### src/rtl/mpe_remap_pkg.sv
// Shared types, constants and a helper function of the MPE articulation remap block.
package mpe_remap_pkg;

   // Articulation table geometry.
   localparam int TABLE_DEPTH = 64;
   localparam int CHANNELS    = 16;
   localparam int TBL_AW      = (TABLE_DEPTH > 1) ? $clog2(TABLE_DEPTH) : 1;
   localparam int CNT_W       = $clog2(TABLE_DEPTH + 1);
   localparam int LIM_W       = (CNT_W > 7) ? CNT_W : 7;
   localparam int CH_W        = $clog2(CHANNELS);

   // Stream widths.
   localparam int REQ_DATA_W = 72;
   localparam int REQ_USER_W = 2;
   localparam int RSP_DATA_W = 56;
   localparam int CSR_DATA_W = 7;

   // Request tdata field offsets.
   localparam int RQ_STATUS_LO = 0;
   localparam int RQ_D1_LO     = 8;
   localparam int RQ_D2_LO     = 15;
   localparam int RQ_LEN_LO    = 22;
   localparam int RQ_AID_LO    = 24;
   localparam int RQ_EIDX_LO   = 40;
   localparam int RQ_EKEY_LO   = 46;
   localparam int RQ_ECHAN_LO  = 62;

   // Item kinds carried in tuser.
   localparam logic [1:0] KIND_EVENT = 2'd0;
   localparam logic [1:0] KIND_LOAD  = 2'd1;
   localparam logic [1:0] KIND_CLEAR = 2'd2;

   // Register indexes.
   localparam logic CSR_MPE_ENABLE  = 1'b0;
   localparam logic CSR_TABLE_COUNT = 1'b1;

   // MIDI status decoding.
   localparam logic [7:0] TYPE_MASK     = 8'hF0;
   localparam logic [7:0] CHAN_MASK     = 8'h0F;
   localparam logic [7:0] MSG_NOTE_ON   = 8'h90;
   localparam logic [7:0] MSG_NOTE_OFF  = 8'h80;
   localparam logic [7:0] MSG_PRESSURE  = 8'hD0;
   localparam logic [7:0] MSG_BEND      = 8'hE0;
   localparam logic [1:0] LEN_FULL      = 2'd3;
   localparam logic [1:0] LEN_PRESSURE  = 2'd2;
   localparam logic [13:0] BEND_CENTER  = 14'd8192;
   localparam logic [7:0] TRIG_CHAN_MAX = 8'd16;

   typedef struct packed {
      logic        active;
      logic [6:0]  note;
      logic [6:0]  pressure;
      logic [13:0] bend;
   } chan_note_type;

   typedef struct packed {
      logic [15:0] key;
      logic [7:0]  chan;
   } artic_entry_type;

   typedef enum logic [2:0] {
      ST_IDLE   = 3'b001,
      ST_SEARCH = 3'b010,
      ST_DONE   = 3'b100
   } seq_state_type;

   // Per-channel tracking update for one MIDI message.
   function automatic chan_note_type track_update(
      input chan_note_type cur,
      input logic [7:0]    msg_type,
      input logic [6:0]    d1,
      input logic [6:0]    d2,
      input logic [1:0]    len
   );
      chan_note_type nxt;
      logic          long_enough;
      nxt = cur;
      long_enough = (msg_type == MSG_PRESSURE) ? (len >= LEN_PRESSURE) : (len == LEN_FULL);
      if (long_enough) begin
         if (msg_type == MSG_NOTE_ON && d2 != 7'd0) begin
            nxt.active   = 1'b1;
            nxt.note     = d1;
            nxt.pressure = 7'd0;
            nxt.bend     = 14'd0;
         end else if (msg_type == MSG_NOTE_OFF || msg_type == MSG_NOTE_ON) begin
            nxt.active = 1'b0;
         end else if (msg_type == MSG_PRESSURE) begin
            if (cur.active) nxt.pressure = d1;
         end else if (msg_type == MSG_BEND) begin
            if (cur.active) nxt.bend = {d2, d1} - BEND_CENTER;
         end
      end
      return nxt;
   endfunction

endpackage

### src/rtl/mpe_remap_ram.sv
// Generic single-port-write, single-port-read RAM with a registered read.
module mpe_remap_ram #(
   parameter int WIDTH = 24,
   parameter int DEPTH = 64,
   localparam int AW = (DEPTH > 1) ? $clog2(DEPTH) : 1
) (
   input  logic             clock,
   input  logic             wr_en,
   input  logic [AW-1:0]    wr_addr,
   input  logic [WIDTH-1:0] wr_data,
   input  logic             rd_en,
   input  logic [AW-1:0]    rd_addr,
   output logic [WIDTH-1:0] rd_data
);

   logic [WIDTH-1:0] mem_ff [DEPTH];
   logic [WIDTH-1:0] rd_data_ff;

   always_ff @(posedge clock) begin
      if (wr_en) mem_ff[wr_addr] <= wr_data;
      if (rd_en) rd_data_ff <= mem_ff[rd_addr];
   end

   assign rd_data = rd_data_ff;

endmodule

### src/rtl/midi_mpe_tracker_articulation_remap_core.sv
// Top level of the MPE per-channel note tracker with articulation channel remap.
// Load, clear and ignored items are done at acceptance; a MIDI event goes to the response
//    stage, after a remap search through the table when one runs, and its result is registered there.
// An event is accepted only from idle, so a new event waits until the last result is registered;
//    the search reads one table entry a cycle, and a result held back by rsp_tready stalls the next event.
// Reset: synchronous, active high; clears notes, registers and sequencer but not the table.
module midi_mpe_tracker_articulation_remap_core (
   input  logic                                 clock,
   input  logic                                 reset,
   // Request stream.
   input  logic                                 req_tvalid,
   output logic                                 req_tready,
   // From bit 0: status_byte[8], data_one[7], data_two[7], msg_length[2], artic_id[16],
   // entry_index[6], entry_key[16], entry_channel[8], two zero pad bits.
   input  logic [mpe_remap_pkg::REQ_DATA_W-1:0] req_tdata,
   // From bit 0: kind[2].
   input  logic [mpe_remap_pkg::REQ_USER_W-1:0] req_tuser,
   // Response stream.
   output logic                                 rsp_tvalid,
   input  logic                                 rsp_tready,
   // From bit 0: status_out[8], data_one_out[7], data_two_out[7], note_active[1],
   // note_number[7], pressure_raw[7], bend_offset[14], five zero pad bits.
   output logic [mpe_remap_pkg::RSP_DATA_W-1:0] rsp_tdata,
   // Register write channel.
   input  logic                                 csr_valid,
   output logic                                 csr_ready,
   input  logic                                 csr_index,
   input  logic [mpe_remap_pkg::CSR_DATA_W-1:0] csr_data
);

   import mpe_remap_pkg::*;

   // Request field decode.
   logic [1:0]  rq_kind;
   logic [7:0]  rq_status;
   logic [6:0]  rq_d1;
   logic [6:0]  rq_d2;
   logic [1:0]  rq_len;
   logic [15:0] rq_aid;
   logic [5:0]  rq_eidx;
   logic [15:0] rq_ekey;
   logic [7:0]  rq_echan;

   assign rq_kind   = req_tuser[1:0];
   assign rq_status = req_tdata[RQ_STATUS_LO +: 8];
   assign rq_d1     = req_tdata[RQ_D1_LO +: 7];
   assign rq_d2     = req_tdata[RQ_D2_LO +: 7];
   assign rq_len    = req_tdata[RQ_LEN_LO +: 2];
   assign rq_aid    = req_tdata[RQ_AID_LO +: 16];
   assign rq_eidx   = req_tdata[RQ_EIDX_LO +: 6];
   assign rq_ekey   = req_tdata[RQ_EKEY_LO +: 16];
   assign rq_echan  = req_tdata[RQ_ECHAN_LO +: 8];

   // Sequencer and event registers.
   seq_state_type state_ff, state_in;
   logic          enable_ff, enable_in;
   logic [6:0]    count_cfg_ff, count_cfg_in;
   logic [7:0]    ev_status_ff, ev_status_in;
   logic [6:0]    ev_d1_ff, ev_d1_in;
   logic [6:0]    ev_d2_ff, ev_d2_in;
   logic [15:0]   ev_aid_ff, ev_aid_in;
   logic [CH_W-1:0] ev_ch_ff, ev_ch_in;
   logic [CNT_W-1:0] limit_ff, limit_in;
   logic [CNT_W-1:0] issue_ff, issue_in;
   logic          pend_ff, pend_in;
   logic          rsp_valid_ff, rsp_valid_in;
   logic [RSP_DATA_W-1:0] rsp_data_ff, rsp_data_in;
   chan_note_type notes_ff [CHANNELS];
   chan_note_type notes_in [CHANNELS];

   // Articulation table port signals.
   logic            ram_we;
   logic            ram_re;
   logic [TBL_AW-1:0] ram_waddr;
   logic [TBL_AW-1:0] ram_raddr;
   artic_entry_type ram_wdata;
   artic_entry_type ram_rdata;
   logic [23:0]     ram_rdata_raw;

   // Helper values.
   logic [CNT_W-1:0] count_sat;
   logic             idx_in_range;
   logic             entry_hit;
   logic [7:0]       ev_type;
   logic [7:0]       rq_type;
   logic [CH_W-1:0]  rq_ch;
   logic [7:0]       trig_chan_m1;
   chan_note_type    rep_note;

   assign ram_rdata    = artic_entry_type'(ram_rdata_raw);
   assign req_tready   = (state_ff == ST_IDLE);
   assign csr_ready    = 1'b1;
   assign rsp_tvalid   = rsp_valid_ff;
   assign rsp_tdata    = rsp_data_ff;
   assign ev_type      = ev_status_ff & TYPE_MASK;
   assign rq_type      = rq_status & TYPE_MASK;
   assign rq_ch        = rq_status[CH_W-1:0];
   assign trig_chan_m1 = ram_rdata.chan - 8'd1;
   assign rep_note     = notes_ff[ev_ch_ff];

   // The register count saturates at the table depth.
   assign count_sat = (LIM_W'(count_cfg_ff) > LIM_W'(TABLE_DEPTH)) ?
                      CNT_W'(TABLE_DEPTH) : CNT_W'(count_cfg_ff);
   assign idx_in_range = (32'(rq_eidx) < 32'(TABLE_DEPTH));

   // A read issued last cycle shows its entry now; it hits on a matching key with a trigger
   // channel from 1 to 16.
   assign entry_hit = pend_ff && (ram_rdata.key == ev_aid_ff) &&
                      (ram_rdata.chan != 8'd0) && (ram_rdata.chan <= TRIG_CHAN_MAX);

   assign ram_waddr = TBL_AW'(rq_eidx);
   assign ram_wdata = '{key: rq_ekey, chan: rq_echan};
   assign ram_raddr = issue_ff[TBL_AW-1:0];

   always_comb begin
      state_in     = state_ff;
      enable_in    = enable_ff;
      count_cfg_in = count_cfg_ff;
      ev_status_in = ev_status_ff;
      ev_d1_in     = ev_d1_ff;
      ev_d2_in     = ev_d2_ff;
      ev_aid_in    = ev_aid_ff;
      ev_ch_in     = ev_ch_ff;
      limit_in     = limit_ff;
      issue_in     = issue_ff;
      pend_in      = pend_ff;
      rsp_data_in  = rsp_data_ff;
      notes_in     = notes_ff;
      ram_we       = 1'b0;
      ram_re       = 1'b0;

      // A waiting response leaves once it is taken.
      rsp_valid_in = rsp_valid_ff && !rsp_tready;

      // The user must write the registers only while the block is idle; the block itself does not enforce it.
      if (csr_valid) begin
         case (csr_index)
            CSR_MPE_ENABLE:  enable_in    = csr_data[0];
            CSR_TABLE_COUNT: count_cfg_in = csr_data;
            default: ;
         endcase
      end

      case (state_ff)
         ST_IDLE: begin
            if (req_tvalid) begin
               case (rq_kind)
                  KIND_EVENT: begin
                     ev_status_in = rq_status;
                     ev_d1_in     = rq_d1;
                     ev_d2_in     = rq_d2;
                     ev_aid_in    = rq_aid;
                     ev_ch_in     = rq_ch;
                     limit_in     = count_sat;
                     issue_in     = '0;
                     pend_in      = 1'b0;
                     // Tracking is applied at acceptance; the search never touches notes.
                     if (enable_ff) begin
                        notes_in[rq_ch] = track_update(notes_ff[rq_ch], rq_type, rq_d1,
                                                       rq_d2, rq_len);
                     end
                     if (count_sat != '0 && rq_len == LEN_FULL && rq_aid != 16'd0) begin
                        state_in = ST_SEARCH;
                     end else begin
                        state_in = ST_DONE;
                     end
                  end
                  KIND_LOAD: begin
                     ram_we = idx_in_range;
                  end
                  KIND_CLEAR: begin
                     for (int c = 0; c < CHANNELS; c++) notes_in[CH_W'(c)] = '0;
                  end
                  default: ;
               endcase
            end
         end
         ST_SEARCH: begin
            // Keep one read in flight ahead of the compare.
            if (issue_ff != limit_ff) begin
               ram_re   = 1'b1;
               issue_in = issue_ff + CNT_W'(1);
               pend_in  = 1'b1;
            end else begin
               pend_in = 1'b0;
            end
            if (entry_hit) begin
               // Only note-on and note-off take the trigger channel; any hit ends the search.
               if (ev_type == MSG_NOTE_ON || ev_type == MSG_NOTE_OFF) begin
                  ev_status_in = ev_type | (trig_chan_m1 & CHAN_MASK);
               end
               pend_in  = 1'b0;
               state_in = ST_DONE;
            end else if (issue_ff == limit_ff) begin
               state_in = ST_DONE;
            end
         end
         ST_DONE: begin
            if (!rsp_valid_ff || rsp_tready) begin
               rsp_data_in  = RSP_DATA_W'({rep_note.bend, rep_note.pressure, rep_note.note,
                                           rep_note.active, ev_d2_ff, ev_d1_ff, ev_status_ff});
               rsp_valid_in = 1'b1;
               state_in     = ST_IDLE;
            end
         end
         default: begin
            state_in = ST_IDLE;
         end
      endcase
   end

   always_ff @(posedge clock) begin
      if (reset) begin
         state_ff     <= ST_IDLE;
         enable_ff    <= 1'b0;
         count_cfg_ff <= '0;
         pend_ff      <= 1'b0;
         issue_ff     <= '0;
         limit_ff     <= '0;
         rsp_valid_ff <= 1'b0;
         for (int c = 0; c < CHANNELS; c++) notes_ff[CH_W'(c)] <= '0;
      end else begin
         state_ff     <= state_in;
         enable_ff    <= enable_in;
         count_cfg_ff <= count_cfg_in;
         pend_ff      <= pend_in;
         issue_ff     <= issue_in;
         limit_ff     <= limit_in;
         rsp_valid_ff <= rsp_valid_in;
         notes_ff     <= notes_in;
      end
      ev_status_ff <= ev_status_in;
      ev_d1_ff     <= ev_d1_in;
      ev_d2_ff     <= ev_d2_in;
      ev_aid_ff    <= ev_aid_in;
      ev_ch_ff     <= ev_ch_in;
      rsp_data_ff  <= rsp_data_in;
   end

   // Articulation table: written by load items, read one entry a cycle by the search.
   mpe_remap_ram #(
      .WIDTH (24),
      .DEPTH (TABLE_DEPTH)
   ) u_artic_table (
      .clock   (clock),
      .wr_en   (ram_we),
      .wr_addr (ram_waddr),
      .wr_data (24'(ram_wdata)),
      .rd_en   (ram_re),
      .rd_addr (ram_raddr),
      .rd_data (ram_rdata_raw)
   );

`ifndef SYNTHESIS
   // An accepted MIDI event always starts the search or the response stage.
   a_event_starts_work: assert property (@(posedge clock) disable iff (reset)
      (req_tvalid && req_tready && rq_kind == KIND_EVENT) |=> (state_ff != ST_IDLE))
      else $error("accepted event did not leave idle");

   // The read pointer never runs past the saturated entry count.
   a_issue_bounded: assert property (@(posedge clock) disable iff (reset)
      (state_ff == ST_SEARCH) |-> (issue_ff <= limit_ff))
      else $error("search read pointer beyond entry count");

   // A new response only appears out of the response stage.
   a_rsp_from_done: assert property (@(posedge clock) disable iff (reset)
      (rsp_valid_ff && !$past(rsp_valid_ff && !rsp_tready)) |-> $past(state_ff == ST_DONE))
      else $error("response raised outside the response stage");

   // The table is never written while a search reads it.
   a_no_write_in_search: assert property (@(posedge clock) disable iff (reset)
      (state_ff == ST_SEARCH) |-> !ram_we)
      else $error("table write during search");
`endif

endmodule

### config.mk
export PLATFORM = sky130hd
export DESIGN_NAME = midi_mpe_tracker_articulation_remap_core
export DESIGN_NICKNAME = d
export VERILOG_FILES = /design/src/rtl/mpe_remap_pkg.sv /design/src/rtl/mpe_remap_ram.sv /design/src/rtl/midi_mpe_tracker_articulation_remap_core.sv
export SDC_FILE = /design/constraint.sdc
export NUM_CORES = 2
export LEC_CHECK = 0
export BUFFER_PORTS_ARGS = -buffer_cell sky130_fd_sc_hd__clkbuf_2
export CAP_MARGIN = 10
export CORE_MARGIN = 1.5
export CORE_UTILIZATION = 56
export DETAILED_ROUTE_END_ITERATION = 8
export GPL_ROUTABILITY_DRIVEN = 0
export PLACE_DENSITY = 0.72
export SLEW_MARGIN = 40
export SYNTH_ARGS = -nofsm -noshare
export SYNTH_HDL_FRONTEND = slang
export SYNTH_SLANG_ARGS = --single-unit
### constraint.sdc
create_clock -name clock -period 14.1 [get_ports clock]
set_input_delay 3.525 -clock clock [delete_from_list [all_inputs] [get_ports clock]]
set_output_delay 3.525 -clock clock [all_outputs]
set_load 0.02 [all_outputs]
==> metrics.md <==
| Metric | Value |
|---|---|
| Routed len/inst | 33.5 um |
| Crit Path Max Fanout | 17 |
| Slew Limit Fails | 0 |
| Power Dens Cells | 130 mW/mm^2 |
| Max Cap Viol | 0 |
| Clk_lat worst skew | 0.87 ns |
| Maximum clock path buffer count | 3 |
| DP Cell Count | 6677 |
| Post-route minimum period | 6.55 ns |
| Cell count after synthesis | 4642 |
| Postcts setup bufs | 0 |
| Crit-path slowest cell | nor2_4 |
| Footprint of the multi-input gates | 0.0251 mm^2 |
| Met3 WL | 25800 um |
| Htree depth | 4 |
| TNS Setup | 0 ns |
| Largest net degree at the start of global routing | 117 |
| Core Util, Final | 0.633 |
| Met2 wire len | 112000 um |
| Number of global-route vias before repair | 48311 |
| CTS tree | built |
| GRT overflow | 0 |
| Part of the cycle the worst path needs | 0.464 |
| Clock-pin slew on the worst setup and hold paths | 0.06 ns |
| Register area | 0.0618 mm^2 |
| Post_cts resized | 0 |
| Final Power | 12800 uW |
| Lkg Pwr | 0.0308 uW |
| Num CTS Buffers | 211 |
| Clk sink count | 2144 |
| Synth area leaders | edfxtp_1 (64%), mux4_2 (17%), dfxtp_1 (5.9%) |
| Num ports | 146 |
| Max Used Layer | met5 |
| Final hold vios | 0 |
| Die extent in x | 400 um |
| Post-synthesis sequential area ratio | 0.701 |
| Antenna violations before repair | 10 |
| First-pass DRT Iterations | 6 |
| Antenna viol nets, final | 0 |
| Root Buffer | clkbuf_16 |
| Largest area contributor in the netlist | edfxtp_1 |
| Most frequent cells in the layout | edfxtp_1 (1885), mux4_2 (647), nand2_1 (268), dfxtp_1 (254), clkbuf_16 (211) |
| Die Y-Extent | 400 um |
| Via density | 6.95 |
| Via count | 49163 |
| Commonest non-fill, non-tap cell in the layout | edfxtp_1 |
| PortBufs | 137 |
| Fill cells | 10516 |
| CP endpoint kind | flop |
| Cell family with the largest share of critical-path delay | simple AND/OR/NAND/NOR gates |
| Endpoints failing setup | 0 |
| Layout cell share with drive strength beyond 1 | 0.312 |
| Mean Syn Cell Area | 19.0 um^2 |
| Initial core utilization | 0.564 |
| CP max stage delay | 0.81 ns |
| Arrival time worst endpoint | 7.03 ns |
| Crit path launch type | input port |
| Global-route wire length before repair | 338000 um |
| RSZ-0062 raised after global routing | false |
| Drt initial violations | 6506 |
| Row count | 145 |
| Full die area | 0.160 mm^2 |
| Max-slew headroom | 0.362 |
| Synthesis Warnings | 0 |
| Post-synth top area share | 0.643 |
| Yosys cell types | 90 |
| Kind of critical path | input port to flop |
| Wire length on met1 | 87400 um |
| Hold crit path type | flop to flop |
| Async SR Flop Fraction | 0 |
| Cells along the critical path | clkbuf_2, nor3b_1, nand2_1, inv_2, nand4_1, nor2_4, buf_4 |
| Worst Skew | 0.0710 ns |
| Flops & latches, synth | 2144 |
| DRT Wirelength | 237000 um |
| Req. time, crit path | 14.59 ns |
| Layout area overhead | 12.2% |
| Ys flop type | edfxtp_1 |
| Highest clock rate | 153 MHz |
| Status | complete, no violations |
| Remaining DRCs | 0 |
| Core ar. | 0.156 mm^2 |
| GRT Util Overall | 0.297 |
| Post-detail-place hpwl | 138000 um |
| Synthesized area | 0.0881 mm^2 |
| WP buf/inv | 3 |
| Final non-filler cell total | 7071 |
| Nets@finish | 4927 |
| Slew of the pin with the lowest slew margin | 0.957 ns |
| Fin Hold WS | 0.421 ns |
| # hold bufs at CTS | 0 |
| Number of synthesized flops with an enable pin | 1885 |
| Max VDD drop | 0.000139 V |
==> worst reg2reg max path, cell delays in order (launching register included) <==
cell and delay, ns:
dfxtp_4 0.78, buf_12 0.61, buf_4 0.58, buf_4 0.72, mux4_2 0.62, a22oi_1 0.23
a21oi_1 0.16, o21ai_0 0.78, o41ai_1 0.36
==> cell usage after synthesis, types with 19 or more instances <==
cell	count
nor2b_1	26
dfxtp_1	259
nand3_1	46
o22ai_1	84
a221o_1	52
a22oi_1	82
clkbuf_1	141
a221o_2	82
buf_2	115
buf_1	32
and2_0	22
nor2_1	125
a21oi_1	52
nor3_1	31
nand2_1	269
mux2i_1	19
o21ai_0	39
o211ai_1	126
a22o_1	19
a32oi_1	40
mux4_2	647
edfxtp_1	1885
buf_4	37
and2_1	90
==> report_power, final <==
group          switching, uW  internal (uW)  leakage [uW]
sequential              6.51           6910        0.0191
combinational            275           83.8       0.00839
clock                   2460           3100       0.00332
total                   2740          10100        0.0308
==> final cells by class <==
type                       count  share of cell area
antenna                        1           0.0000253
inverter                      11            0.000431
timing repair buffer         328              0.0245
sequential                  2144               0.625
multi-input combinational   2142               0.254
clock buffer                 255              0.0552
tap                         2058              0.0261
clock inverter               132              0.0145
==> layer usage <==
layer | up-vias | global-route usage
li1 | 19873 | -
met1 | 25483 | 0.404
met2 | 3172 | 0.463
met3 | 621 | 0.0691
met4 | 14 | 0.131
met5 | - | 0
==> logic make-up after synthesis <==
logic type / Yosys count / synth area share
flip-flops: 2144 / 0.701
AND/OR/NAND/NOR: 727 / 0.0415
AO/OA/AOI/OAI: 709 / 0.0649
multiplexers: 673 / 0.168
buffers and inverters: 360 / 0.0208
XOR/XNOR: 25 / 0.00249
adder cells (fa/ha/maj): 2 / 0.000284
other: 2 / 0.0000853
==> flip-flops by register name (all words and copies together), names as in the netlist, 8 cells and up <==
name,count
notes_ff,464
u_artic_table.mem_ff,1536
ev_aid_ff,16
u_artic_table.rd_data,24
rsp_tdata,51
ev_status_ff,8
==> path summary, 6_finish.rpt <==
check / endpoint / slack (ns) / cells past startpoint / start
max reg2reg: u_artic_table.rd_data[19] / 8.91 / 8 / issue_ff[0]
min: rsp_tdata[4] / 0.42 / 0 / ev_status_ff[4]
min reg2reg: rsp_tdata[4] / 0.42 / 0 / ev_status_ff[4]
max: notes_ff[81] / 7.55 / 7 / req_tuser[1]
==> stage by stage <==
step / instance area, um^2 / setup slack, ns
global placement: 91300 / 6.46
detailed placement: 91800 / 6.54
CTS: 98700 / 7.42
finish: 98800 / 7.55
floorplan: 88100 / 5.98
global route: 98800 / 7.48
No activity file was read; power rests on OpenSTA's default activity.
